[config.mk]
export PLATFORM = sky130hd
export DESIGN_NAME = half_float_converter
export DESIGN_NICKNAME = d
export VERILOG_FILES = /design/src/rtl/core/hfc_pkg.sv /design/src/rtl/core/hfc_s2h.sv /design/src/rtl/core/hfc_h2s.sv /design/src/rtl/core/half_float_converter.sv
export SDC_FILE = /design/constraint.sdc
export NUM_CORES = 1
export LEC_CHECK = 0
export ABC_AREA = 0
export BUFFER_PORTS_ARGS = -buffer_cell sky130_fd_sc_hd__buf_4
export CAP_MARGIN = 20
export CORE_ASPECT_RATIO = 1.5
export CORE_UTILIZATION = 35
export DETAILED_ROUTE_END_ITERATION = 10
export GPL_ROUTABILITY_DRIVEN = 0
export PLACE_DENSITY = 0.59
export SYNTH_ARGS = -nofsm -noshare
export SYNTH_HDL_FRONTEND = slang
export SYNTH_SLANG_ARGS = --single-unit
[constraint.sdc]
create_clock -name clk -period 3.15 [get_ports clk]
set_input_delay 0.63 -clock clk [delete_from_list [all_inputs] [get_ports clk]]
set_output_delay 0.63 -clock clk [all_outputs]
set_load 0.01 [all_outputs]
[src/rtl/core/hfc_pkg.sv]
// Shared types and constants for the half/single precision converter.
// No dependencies; imported by every module of the converter.
`default_nettype none

package hfc_pkg;

	// Direction select carried with each item.
	typedef enum logic {
		CMD_S2H = 1'b0,
		CMD_H2S = 1'b1
	} cmd_t;

	// Difference between the single bias (127) and the half bias (15).
	localparam logic [7:0] EXP_DIFF = 8'd112;
	// Single exponents below this are too small for any half subnormal.
	localparam logic [7:0] TINY_EXP = 8'd102;
	// Single exponents at or above this overflow the half range.
	localparam logic [7:0] OVF_EXP = 8'd143;
	// All-ones exponent fields mark infinity and NaN.
	localparam logic [7:0] SGL_EXP_SPECIAL = 8'hff;
	localparam logic [4:0] HLF_EXP_SPECIAL = 5'h1f;
	// Half magnitude patterns for infinity and the canonical quiet NaN.
	localparam logic [14:0] HALF_INF = 15'h7c00;
	localparam logic [14:0] HALF_QNAN = 15'h7e00;

endpackage

`default_nettype wire

[src/rtl/core/hfc_s2h.sv]
// Single to half conversion logic, purely combinational.
// Depends on hfc_pkg for exponent limits and special patterns.
`default_nettype none

module hfc_s2h
	import hfc_pkg::*;
(
	input  wire logic [31:0] single_in,
	output logic      [15:0] half_out
);

	logic        sign;
	logic [7:0]  ebits;
	logic [22:0] mant;
	logic [3:0]  sub_shift;
	logic [23:0] sub_shifted;
	logic [10:0] sub_round;
	logic [4:0]  norm_exp;
	logic [14:0] norm_round;

	assign sign  = single_in[31];
	assign ebits = single_in[30:23];
	assign mant  = single_in[22:0];

	// Subnormal path: shift in the hidden bit, then round at the guard bit.
	assign sub_shift   = 4'(8'd113 - ebits);
	assign sub_shifted = {1'b1, mant} >> sub_shift;
	assign sub_round   = sub_shifted[23:13] + {10'd0, sub_shifted[12]};

	// Normal path: the rounding carry ripples from the mantissa into the
	// exponent, and a carry into exponent 31 yields the infinity pattern.
	assign norm_exp   = 5'(ebits - EXP_DIFF);
	assign norm_round = {norm_exp, mant[22:13]} + {14'd0, mant[12]};

	// Select the result by exponent range.
	always_comb begin
		if (ebits == SGL_EXP_SPECIAL) begin
			half_out = {sign, (mant == 23'd0) ? HALF_INF : HALF_QNAN};
		end else if (ebits < TINY_EXP) begin
			half_out = {sign, 15'd0};
		end else if (ebits <= EXP_DIFF) begin
			half_out = {sign, 4'd0, sub_round};
		end else if (ebits >= OVF_EXP) begin
			half_out = {sign, HALF_INF};
		end else begin
			half_out = {sign, norm_round};
		end
	end

endmodule

`default_nettype wire

[src/rtl/core/hfc_h2s.sv]
// Half to single conversion logic, purely combinational.
// Depends on hfc_pkg for exponent constants.
`default_nettype none

module hfc_h2s
	import hfc_pkg::*;
(
	input  wire logic [15:0] half_in,
	output logic      [31:0] single_out
);

	logic        sign;
	logic [4:0]  ebits;
	logic [9:0]  mant;
	logic [3:0]  lead_zeros;
	logic [3:0]  norm_shift;
	logic [7:0]  sub_exp;
	logic [9:0]  sub_mant;

	assign sign  = half_in[15];
	assign ebits = half_in[14:10];
	assign mant  = half_in[9:0];

	// Leading-zero count of the subnormal mantissa; the highest set bit wins.
	always_comb begin
		lead_zeros = 4'd0;
		for (int i = 0; i < 10; i++) begin
			if (mant[i]) begin
				lead_zeros = 4'(9 - i);
			end
		end
	end

	// Normalize: shift the leading one out past the hidden bit position.
	assign norm_shift = lead_zeros + 4'd1;
	assign sub_exp    = 8'd113 - {4'd0, norm_shift};
	assign sub_mant   = 10'(mant << norm_shift);

	// Select the result by exponent class.
	always_comb begin
		if (ebits == 5'd0) begin
			if (mant == 10'd0) begin
				single_out = {sign, 31'd0};
			end else begin
				single_out = {sign, sub_exp, sub_mant, 13'd0};
			end
		end else if (ebits == HLF_EXP_SPECIAL) begin
			single_out = {sign, SGL_EXP_SPECIAL, mant, 13'd0};
		end else begin
			single_out = {sign, {3'd0, ebits} + EXP_DIFF, mant, 13'd0};
		end
	end

endmodule

`default_nettype wire

[src/rtl/core/half_float_converter.sv]
// Half/single converter top level: an item moves from the input register to the
// result register, which loads it once the result stage is empty or moves on.
// Throughput is one item per cycle while out_stall does not hold a full result stage;
// the conversion is a single short logic stage between the input register and
// the result register.
// Reset (arst_n, asynchronous, active low) clears both stage valid flags;
// payload registers are not reset.
`default_nettype none

module half_float_converter
	import hfc_pkg::*;
(
	input  wire logic        clk,
	input  wire logic        arst_n,
	input  wire logic        in_valid,
	output logic             in_stall,
	input  wire logic        command,
	input  wire logic [31:0] single_in,
	input  wire logic [15:0] half_in,
	output logic             out_valid,
	input  wire logic        out_stall,
	output logic      [15:0] half_out,
	output logic      [31:0] single_out
);

	logic        valid_s1;
	cmd_t        cmd_s1;
	logic [31:0] single_s1;
	logic [15:0] half_s1;
	logic        valid_s2;
	logic [15:0] half_s2;
	logic [31:0] single_s2;
	logic        adv_s2;
	logic        adv_s1;
	logic [15:0] s2h_result;
	logic [31:0] h2s_result;

	// Stage advance: a stage loads when it is empty or its content moves on.
	assign adv_s2   = !valid_s2 || !out_stall;
	assign adv_s1   = !valid_s1 || adv_s2;
	assign in_stall = !adv_s1;

	// Input register.
	always_ff @(posedge clk or negedge arst_n) begin
		if (!arst_n) begin
			valid_s1 <= 1'b0;
		end else if (adv_s1) begin
			valid_s1 <= in_valid;
		end
	end

	always_ff @(posedge clk) begin
		if (adv_s1 && in_valid) begin
			cmd_s1    <= cmd_t'(command);
			single_s1 <= single_in;
			half_s1   <= half_in;
		end
	end

	// Conversion logic for both directions.
	hfc_s2h u_s2h (
		.single_in (single_s1),
		.half_out  (s2h_result)
	);

	hfc_h2s u_h2s (
		.half_in    (half_s1),
		.single_out (h2s_result)
	);

	// Result register; the unselected direction reads as zero.
	always_ff @(posedge clk or negedge arst_n) begin
		if (!arst_n) begin
			valid_s2 <= 1'b0;
		end else if (adv_s2) begin
			valid_s2 <= valid_s1;
		end
	end

	always_ff @(posedge clk) begin
		if (adv_s2 && valid_s1) begin
			half_s2   <= (cmd_s1 == CMD_S2H) ? s2h_result : 16'd0;
			single_s2 <= (cmd_s1 == CMD_H2S) ? h2s_result : 32'd0;
		end
	end

	assign out_valid  = valid_s2;
	assign half_out   = half_s2;
	assign single_out = single_s2;

`ifndef ASSERT_OFF
	// Back-pressure on the input only arises from a full, stalled result stage.
	a_stall_source: assert property (@(posedge clk) disable iff (!arst_n)
		in_stall |-> (valid_s1 && valid_s2 && out_stall))
		else $error("input stalled without a stalled full pipeline");

	// A held item in the input register is not dropped while stalled.
	a_hold_s1: assert property (@(posedge clk) disable iff (!arst_n)
		in_stall |=> valid_s1)
		else $error("stalled input stage lost its item");

	// Only one direction can produce a nonzero result.
	a_one_direction: assert property (@(posedge clk) disable iff (!arst_n)
		out_valid |-> (half_out == 16'd0 || single_out == 32'd0))
		else $error("both result fields nonzero");
`endif

endmodule

`default_nettype wire
==> results.cfg, run 1 <==
[grt]
global_route_wire_length_before_repair_um = 18420
grt_max_degree = 50
globalRouteTotalUtil_pct = 16.27
grt_pass1_vias = 3805
grt_remaining_overflow = 0
antenna_found_initial = 0

[floorplan]
floorplan.die.width_um = 99.36
initial_core_util_pct = 35.73
num_io_pins = 103
floorplan.die.height_um = 148.0
core_region_area_mm2 = 0.01393
std_cell_rows = 53
die_area_mm2 = 0.01471

[clocking]
cts.sinks = 85
worst_path_clk_slew_ps = 70
clk_path_buf_depth = 2
cts-htree-levels = 3
hold_buffers = 0
worst_skew_pair.late_latency_ps = 340
cts_root_buffer = clkbuf_16
cts_setup_buffers = 0
clock_tree_from_tritoncts = yes
cts_inserted_buffers = 9

[power]
total_leakage_power_uw = 0.002320
pwr_density_cell_mw_per_mm2 = 512.1
irDropWorstVdd_mv = 0.2761
finalPower_uw = 3130

[logic_synthesis]
yosysUniqueCellTypes = 77
combinational_family_with_the_most_area_after_synthesis = simple AND/OR/NAND/NOR gates
adder_cell_share_of_the_synthesized_area_pct = 2.012
synth-edff-count = 83
synth.largest_area_cell = edfxtp_1
synth_area_mm2 = 0.004976
synth-simple-area-share_pct = 16.07
yosysWarningCount = 0
synth_top_cells_by_area = edfxtp_1 (50%), nand2_1 (2.9%), buf_4 (2.6%)
synth_top_area_share_pct = 50.09
yosys.area_share.xor_xnor_pct = 4.903
synth-compound-area-share_pct = 14.86
synth-seq-area-share_pct = 51.09
synth_async_sr_flop_share_pct = 2.353
synth_cells = 444
synth-main-ff-cell = edfxtp_1
post_synthesis_sequential_element_count = 85
average_size_of_a_mapped_cell_um2 = 11.21
multiplexer_share_of_the_synthesized_area_pct = 5.306

[worst_setup_path]
crit_family = compound AO/OA/AOI/OAI gates
startpoint = half_s1[3]
timing.critical_path.mode_cell = o21ai_0
slowest_stage_cell_crit_path = edfxtp_1
register_to_register_path_depth = 10
cp-start-kind = flop
reg2reg_slack_ps = 260
timing.rr.end = single_out[22]
crit_end = single_out[22]
required_ps = 3230
worstPathArrival_ps = 2970
critical_path_cell_count = 10
worstReg2RegStart = half_s1[3]
worstSetupPathType = flop to flop
critical_path.max_stage_delay_ps = 490
crit_buf_inv = 1
setup.worst_path.end_class = flop
timing.critical_path.cells = inv_1, o21ai_0, a21oi_1, o31a_1, ha_2, nand2_1, o21ai_0, a211oi_1, o311a_1, a221oi_2
critPathMaxFanout = 21

[timing]
fin_crit_share_pct = 91.78
final_hold_violation_count = 0
slew-limit-headroom_pct = 59.49
slew_at_the_pin_with_the_worst_max_slew_slack_ps = 606.1
final.setup_skew_ps = 8.088
unrepaired_setup_endpoints_after_global_routing = false
hold_slack_ps = 57.89
layout_min_cycle_time_ps = 2891
setup_viol_count_final = 0
timing.final.max_slew_violations = 0
max_freq_mhz = 345.9
tns_ps = 0

[cells_and_area]
n_fill_cell = 1293
multi_input_area_mm2 = 0.002211
stdcell_count = 701
finalNetCount = 592
post_route_cells_drive_above_1_share_pct = 29.29
antenna_diode_count = 0
utilization_pct = 43.89
mostFrequentLayoutCell = buf_4
sequential_cell_area_mm2 = 0.002542
final_cell_mix = buf_4 (101), edfxtp_1 (83), nand2_1 (38)
areaGrowthSynthToFinish_pct = 22.83

[routing]
avgViaCountPerCell = 5.392
firstDrtPassIters = 9
detail_route.drc_violations = 0
avgRoutedWirePerCell_um = 16.69
totalWireLength_um = 11700
num_vias = 3780
drtIter0Drc = 168
ant_nets = 0

[place]
place_inst = 685
dpl.hpwl_um = 9094
port-buffer-count = 89

[outcome]
run_status = complete, no violations

[run]
drv_cap = 0

[hold_path]
min_path_type = input port to asynchronous set/reset pin
==> sequential cells by signal, indices dropped and copies added (netlist names) <==
register and cells:
half_s1 16, out_valid 1, single_out 18, half_out 16, cmd_s1 1, single_s1 32, valid_s1 1
==> layer usage <==
layer | track usage (%) | up-vias | wire (um)
li1 | - | 1813 | -
met1 | 16.38 | 1794 | 4184
met2 | 31.77 | 145 | 6642
met3 | 3.310 | 28 | 516
met4 | 6.765 | 0 | 357
met5 | 0 | - | 0
==> per-stage QoR <==
stage                     worst slack (ps)  area (um^2)
after global placement               410.8         5776
after CTS                            200.5         6110
final                                258.8         6112
after global routing                 95.27         6112
after detailed placement             226.3         5776
after floorplan                      127.2         5021
==> layout make-up <==
type                    instances  share of cell area (%)
multi-input cells             318                   36.17
repair buffers                101                   12.41
clock buffers                  10                   3.910
inverters                      16                  0.9826
clock inverters                 6                   1.556
well taps                     165                   3.378
flip-flops and latches         85                   41.60
==> worst min path at each step <==
stage,from,endpoint,slack [ps],depth (start not counted)
4_1_cts,arst_n,out_valid,50,1
2_1_floorplan,arst_n,out_valid,330,0
5_1_grt,arst_n,out_valid,50,1
3_3_place_gp,arst_n,out_valid,410,1
6_report,arst_n,out_valid,60,1
3_5_place_dp,arst_n,out_valid,420,1
==> synth_stat cells (7+ instances only) <==
library cell and number:
clkbuf_1 8, ha_1 8, xor2_1 10, a21oi_1 21, buf_4 17, nand2_1 38, xnor2_1 11, edfxtp_1 83
nand3_1 20, nor3_1 8, a211oi_1 7, buf_2 10, o21ai_0 19, nor2b_1 8, o22ai_1 9, nor2_1 30
mux2i_1 8, inv_1 15
==> worst register-to-register path, delay by kind of cell, from the launching register on <==
kind | cells | cell delay, ps
AND/OR/NAND/NOR | 1 | 110
AO/OA/AOI/OAI | 7 | 1370
flip-flops | 1 | 490
adder cells (fa/ha/maj) | 1 | 490
buffers and inverters | 1 | 180
==> timing repair <==
| item | in CTS | in global routing |
|---|---|---|
| hold endpoints to repair | 0 | 0 |
| endpoints found under the setup margin | 0 | 1 |
| resized for setup | 0 | 1 |
==> kinds of logic after synthesis <==
family | after synthesis
AND/OR/NAND/NOR | 150
AO/OA/AOI/OAI | 104
flip-flops | 85
buffers and inverters | 53
XOR/XNOR | 24
multiplexers | 19
adder cells (fa/ha/maj) | 8
other | 1
==> where the power goes <==
| part | internal (uW) | switching (uW) | total (uW) |
|---|---|---|---|
| Combinational | 252 | 297 | 549 |
| Clock | 723 | 444 | 1170 |
| Sequential | 1340 | 69.6 | 1410 |
| Total | 2320 | 811 | 3130 |
(Power assumes the default switching activity.)
==> run 2: changes to the inputs <==
--- a/config.mk
+++ b/config.mk
@@ -12,6 +12,7 @@
 export CORE_UTILIZATION = 35
 export DETAILED_ROUTE_END_ITERATION = 10
 export GPL_ROUTABILITY_DRIVEN = 0
+export GPL_TIMING_DRIVEN = 0
 export PLACE_DENSITY = 0.59
 export SYNTH_ARGS = -nofsm -noshare
 export SYNTH_HDL_FRONTEND = slang
==> run 2 against run 1 <==
Compared with the run above:
- clock-buffer cell count increased by 1
- setup slack got worse by 82 ps
- non-clock buffer count increased by 26
- design area up 3.3%
- worst hold slack improved by 3.8 ps
- final cell count grew 3.7%
- routed wire length down 0.53%
- flip-flop and latch count is the same
- largest cell class unchanged
==> results.cfg, run 2 (synthesis gave the netlist of run 1 again) <==
[timing]
layout_min_cycle_time_ps = 2973
timing.final.max_slew_violations = 0
max_freq_mhz = 336.3
slew_at_the_pin_with_the_worst_max_slew_slack_ps = 800.0
fin_crit_share_pct = 94.40
final.setup_skew_ps = 9.562
tns_ps = 0
slew-limit-headroom_pct = 46.66
setup_viol_count_final = 0
unrepaired_setup_endpoints_after_global_routing = false
final_hold_violation_count = 0

[clocking]
clk_path_buf_depth = 2
worst_path_clk_slew_ps = 60
worst_skew_pair.late_latency_ps = 340
cts_root_buffer = clkbuf_16
cts-htree-levels = 3
cts.sinks = 85
clock_tree_from_tritoncts = yes
cts_inserted_buffers = 9

[cells_and_area]
antenna_diode_count = 0
areaGrowthSynthToFinish_pct = 26.93
final_cell_mix = buf_4 (107), edfxtp_1 (83), nand2_1 (38)
mostFrequentLayoutCell = buf_4
post_route_cells_drive_above_1_share_pct = 31.85
n_fill_cell = 1284
finalNetCount = 618
largest_register_ffs = 32
registers.top_by_ff_count = single_s1
utilization_pct = 45.35
multi_input_area_mm2 = 0.002230
sequential_cell_area_mm2 = 0.002542

[worst_setup_path]
slowest_stage_cell_crit_path = edfxtp_1
required_ps = 3330
startpoint = single_s1[24]
reg2reg_slack_ps = 180
worstReg2RegStart = single_s1[24]
critical_path.max_stage_delay_ps = 380
critPathMaxFanout = 10
cp-start-kind = flop
worstPathArrival_ps = 3150
setup.worst_path.end_class = flop
crit_end = half_out[8]
timing.rr.end = half_out[8]
timing.critical_path.cells = buf_4, inv_2, ha_2, xor2_4, mux2i_1, o22ai_1, ha_1, ha_1, and2_4, and3_4, mux2_4, o22ai_1
register_to_register_path_depth = 12
worstSetupPathType = flop to flop

[floorplan]
die_area_mm2 = 0.01471
floorplan.die.height_um = 148.0
core_region_area_mm2 = 0.01393
floorplan.die.width_um = 99.36
std_cell_rows = 53
num_io_pins = 103
initial_core_util_pct = 35.73

[place]
port-buffer-count = 89
dpl.hpwl_um = 9007

[routing]
firstDrtPassIters = 5
avgRoutedWirePerCell_um = 16.01
totalWireLength_um = 11640
drtIter0Drc = 143
ant_nets = 0
num_vias = 3828
detail_route.drc_violations = 0
avgViaCountPerCell = 5.265

[outcome]
run_status = complete, no violations

[grt]
antenna_found_initial = 0
globalRouteTotalUtil_pct = 16.38
global_route_wire_length_before_repair_um = 18620
grt_remaining_overflow = 0
grt_pass1_vias = 3785
grt_max_degree = 40

[run]
drv_cap = 0

[power]
finalPower_uw = 3158
total_leakage_power_uw = 0.002446
pwr_density_cell_mw_per_mm2 = 500.0
irDropWorstVdd_mv = 0.2852

[hold_path]
min_path_type = input port to asynchronous set/reset pin
-- run 2: changes by cell type in the layout (fill, tap and decap cells not counted), sizes merged --
cell	before	now
clkinv	3	1
buf	101	120
clkbuf	10	18
clkinvlp	0	1
-- run 2: how the worst min path moves through the flow --
stage,end,cells after the start
4_1_cts,valid_s1,1
3_5_place_dp,out_valid,1
3_3_place_gp,out_valid,1
6_report,valid_s1,1
2_1_floorplan,out_valid,0
5_1_grt,out_valid,1
-- run 2: what timing repair did --
item                       CTS  global route
resized for setup            5             6
hold buffers                 0             0
setup endpoints to repair   11             8
buffers inserted             1             0
-- run 2: power by group --
group	switching [uW]	internal [uW]	leakage, uW
logic	324	273	0.00145
registers	48.4	1340	0.000830
clock network	430	739	0.000162
total	803	2360	0.00245
-- run 2: through the flow --
stage	instances	setup slack [ps]	instance area (um^2)	hold WS, ps
6_report	727	176.5	6316	61.74
4_1_cts	728	77.08	6315	48.51
3_3_place_gp	710	-353.7	5896	412.7
5_1_grt	727	16.35	6316	47.13
3_5_place_dp	712	-380.1	5956	414.1
2_1_floorplan	456	127.2	5021	334.4
-- run 2: cell type report --
| type | count | share of cell area, % |
|---|---|---|
| repair buffers | 92 | 11.45 |
| multi-input cells | 318 | 35.30 |
| plain buffers | 35 | 3.487 |
| inverters | 16 | 0.9509 |
| clock buffers | 11 | 4.002 |
| flip-flops and latches | 85 | 40.25 |
| well taps | 165 | 3.269 |
| clock inverters | 5 | 1.288 |
-- run 2: worst max-delay path, delay by kind of cell, from the launching register on --
kind                     cells  cell delay, ps
adder cells (fa/ha/maj)      3             690
multiplexers                 2             520
flip-flops                   1             380
AND/OR/NAND/NOR              2             320
buffers and inverters        2             340
AO/OA/AOI/OAI                2             230
XOR/XNOR                     1             320
-- run 2: layer usage --
metal	wire, um	vias up	global-route usage [%]
met5	0	-	0
met4	518	0	10.00
met3	569	30	3.262
met2	6367	144	30.14
met1	4182	1785	16.83
li1	-	1869	-
==> run 3: changes to the inputs <==
--- a/config.mk
+++ b/config.mk
@@ -9,11 +9,11 @@
 export BUFFER_PORTS_ARGS = -buffer_cell sky130_fd_sc_hd__buf_4
 export CAP_MARGIN = 20
 export CORE_ASPECT_RATIO = 1.5
-export CORE_UTILIZATION = 35
+export CORE_UTILIZATION = 25
 export DETAILED_ROUTE_END_ITERATION = 10
 export GPL_ROUTABILITY_DRIVEN = 0
 export GPL_TIMING_DRIVEN = 0
-export PLACE_DENSITY = 0.59
+export PLACE_DENSITY = 0.46
 export SYNTH_ARGS = -nofsm -noshare
 export SYNTH_HDL_FRONTEND = slang
 export SYNTH_SLANG_ARGS = --single-unit
==> run 3 against run 2 <==
Compared with the run above:
- utilization down 12 points
- sequential share of layout area is 0.40 points lower
- setup slack got worse by 38 ps
- flip-flop and latch count did not move
- clock-buffer cell count decreased by 1
- maximum frequency decreased by 1.3%
- sequential power barely moved
- worst hold slack worse by 5.1 ps
- critical path type unchanged
- critical endpoint unchanged
- largest cell class unchanged
==> results.cfg, run 3 (synthesis gave the netlist of run 1 again) <==
[cells_and_area]
utilization_pct = 33.03
finalNetCount = 619
antenna_diode_count = 0
largest_register_ffs = 32
total_non_filler_cell_area_in_the_finished_layout_mm2 = 0.006380
mostFrequentLayoutCell = buf_4
n_fill_cell = 1997
areaGrowthSynthToFinish_pct = 28.21
final_cell_mix = buf_4 (108), edfxtp_1 (83), nand2_1 (38)
registers.top_by_ff_count = single_s1
post_route_cells_drive_above_1_share_pct = 31.62

[floorplan]
initial_core_util_pct = 25.76
floorplan.die.width_um = 117.2
core_region_area_mm2 = 0.01932
num_io_pins = 103
floorplan.die.height_um = 174.8
die_area_mm2 = 0.02048
std_cell_rows = 62

[timing]
hold_slack_ps = 56.63
slew-limit-headroom_pct = 46.68
final.setup_skew_ps = 5.915
setup_viol_count_final = 0
tns_ps = 0
worst_slack_ps = 138.0
final_hold_violation_count = 0
layout_min_cycle_time_ps = 3012
slew_at_the_pin_with_the_worst_max_slew_slack_ps = 799.9
max_freq_mhz = 332.0
fin_crit_share_pct = 95.62
timing.final.max_slew_violations = 0

[grt]
grt_pass1_vias = 3995
grt_remaining_overflow = 0
global_route_wire_length_before_repair_um = 20120
grt_max_degree = 39
globalRouteTotalUtil_pct = 13.23
antenna_found_initial = 0

[worst_setup_path]
crit_buf_inv = 2
setup.worst_path.end_class = flop
startpoint = single_s1[24]
worstReg2RegStart = single_s1[24]
slowest_stage_cell_crit_path = edfxtp_1
required_ps = 3340
critPathMaxFanout = 10
worstSetupPathType = flop to flop
crit_family = adder cells
worstPathArrival_ps = 3200
cp-start-kind = flop
critical_path.max_stage_delay_ps = 390
timing.critical_path.cells = buf_4, inv_2, ha_2, xor2_4, mux2i_1, o22ai_1, ha_1, ha_1, and2_4, and3_4, mux2_4, o22ai_1
reg2reg_slack_ps = 140

[routing]
totalWireLength_um = 12760
ant_nets = 0
num_vias = 3863
drtIter0Drc = 157
avgViaCountPerCell = 4.717
avgRoutedWirePerCell_um = 15.57
detail_route.drc_violations = 0
firstDrtPassIters = 4

[clocking]
clock_tree_from_tritoncts = yes
cts_inserted_buffers = 9
hold_buffers = 0
cts_root_buffer = clkbuf_16
cts-htree-levels = 3
cts.sinks = 85
worst_skew_pair.late_latency_ps = 340
worst_path_clk_slew_ps = 60
clk_path_buf_depth = 2

[run]
drv_cap = 0

[hold_path]
min_path_type = input port to asynchronous set/reset pin

[power]
pwr_density_cell_mw_per_mm2 = 462.1
irDropWorstVdd_mv = 0.2304
total_leakage_power_uw = 0.002419

[place]
postPlaceCellArea_mm2 = 0.006070
dpl.hpwl_um = 9990
port-buffer-count = 89
place_worst_setup_slack_ps = -439.8

[outcome]
run_status = complete, no violations
-- run 3: changes by cell type in the layout (fill, tap and decap cells not counted), sizes merged --
cell,before,now
buf,120,122
bufinv,2,0
clkbuf,18,16
clkinv,1,5
inv,17,16
-- run 3: what timing repair did --
item | in CTS | in global routing
pin swaps | 0 | 0
gates resized for setup | 5 | 13
endpoints found under the setup margin | 16 | 11
buffers inserted | 1 | 0
-- run 3: where the power goes --
part | internal (uW) | switching (uW) | total, uW
Clock | 524 | 424 | 948
Combinational | 278 | 329 | 606
Sequential | 1340 | 50.1 | 1390
-- run 3: routing by layer --
| layer | wire length (um) | part of all wire [%] | track usage, % |
|---|---|---|---|
| met1 | 4445 | 35 | 12.95 |
| met2 | 7024 | 55 | 24.51 |
| met3 | 625 | 4.9 | 2.879 |
| met4 | 660 | 5.2 | 8.070 |
| met5 | 0 | 0 | 0 |
-- run 3: worst paths after layout --
check / to / depth (start not counted)
worst max-delay path: half_out[8] / 12
worst min-delay path: valid_s1 / 1
worst max register to register: half_out[8] / 12
worst min register to register: out_valid / 1
max in group asynchronous: out_valid / 1
min in group clk: single_s1[4] / 1
-- run 3: final cells by class --
cell class	instances	area, um^2	share of cell area [%]
Buffer	36	230.2	3.609
Clock buffer	10	229.0	3.589
Clock inverter	6	30.03	0.4707
Inverter	16	60.06	0.9414
Multi-Input combinational cell	318	2245	35.18
Sequential cell	85	2542	39.85
Tap cell	256	320.3	5.021
Timing Repair Buffer	92	723.2	11.34
-- run 3: metrics by stage --
stage	std cells	total power (uW)
floorplan	456	1780
global placement	801	2000
detailed placement	803	2015
CTS	820	2992
global route	819	3106
finish	819	2948
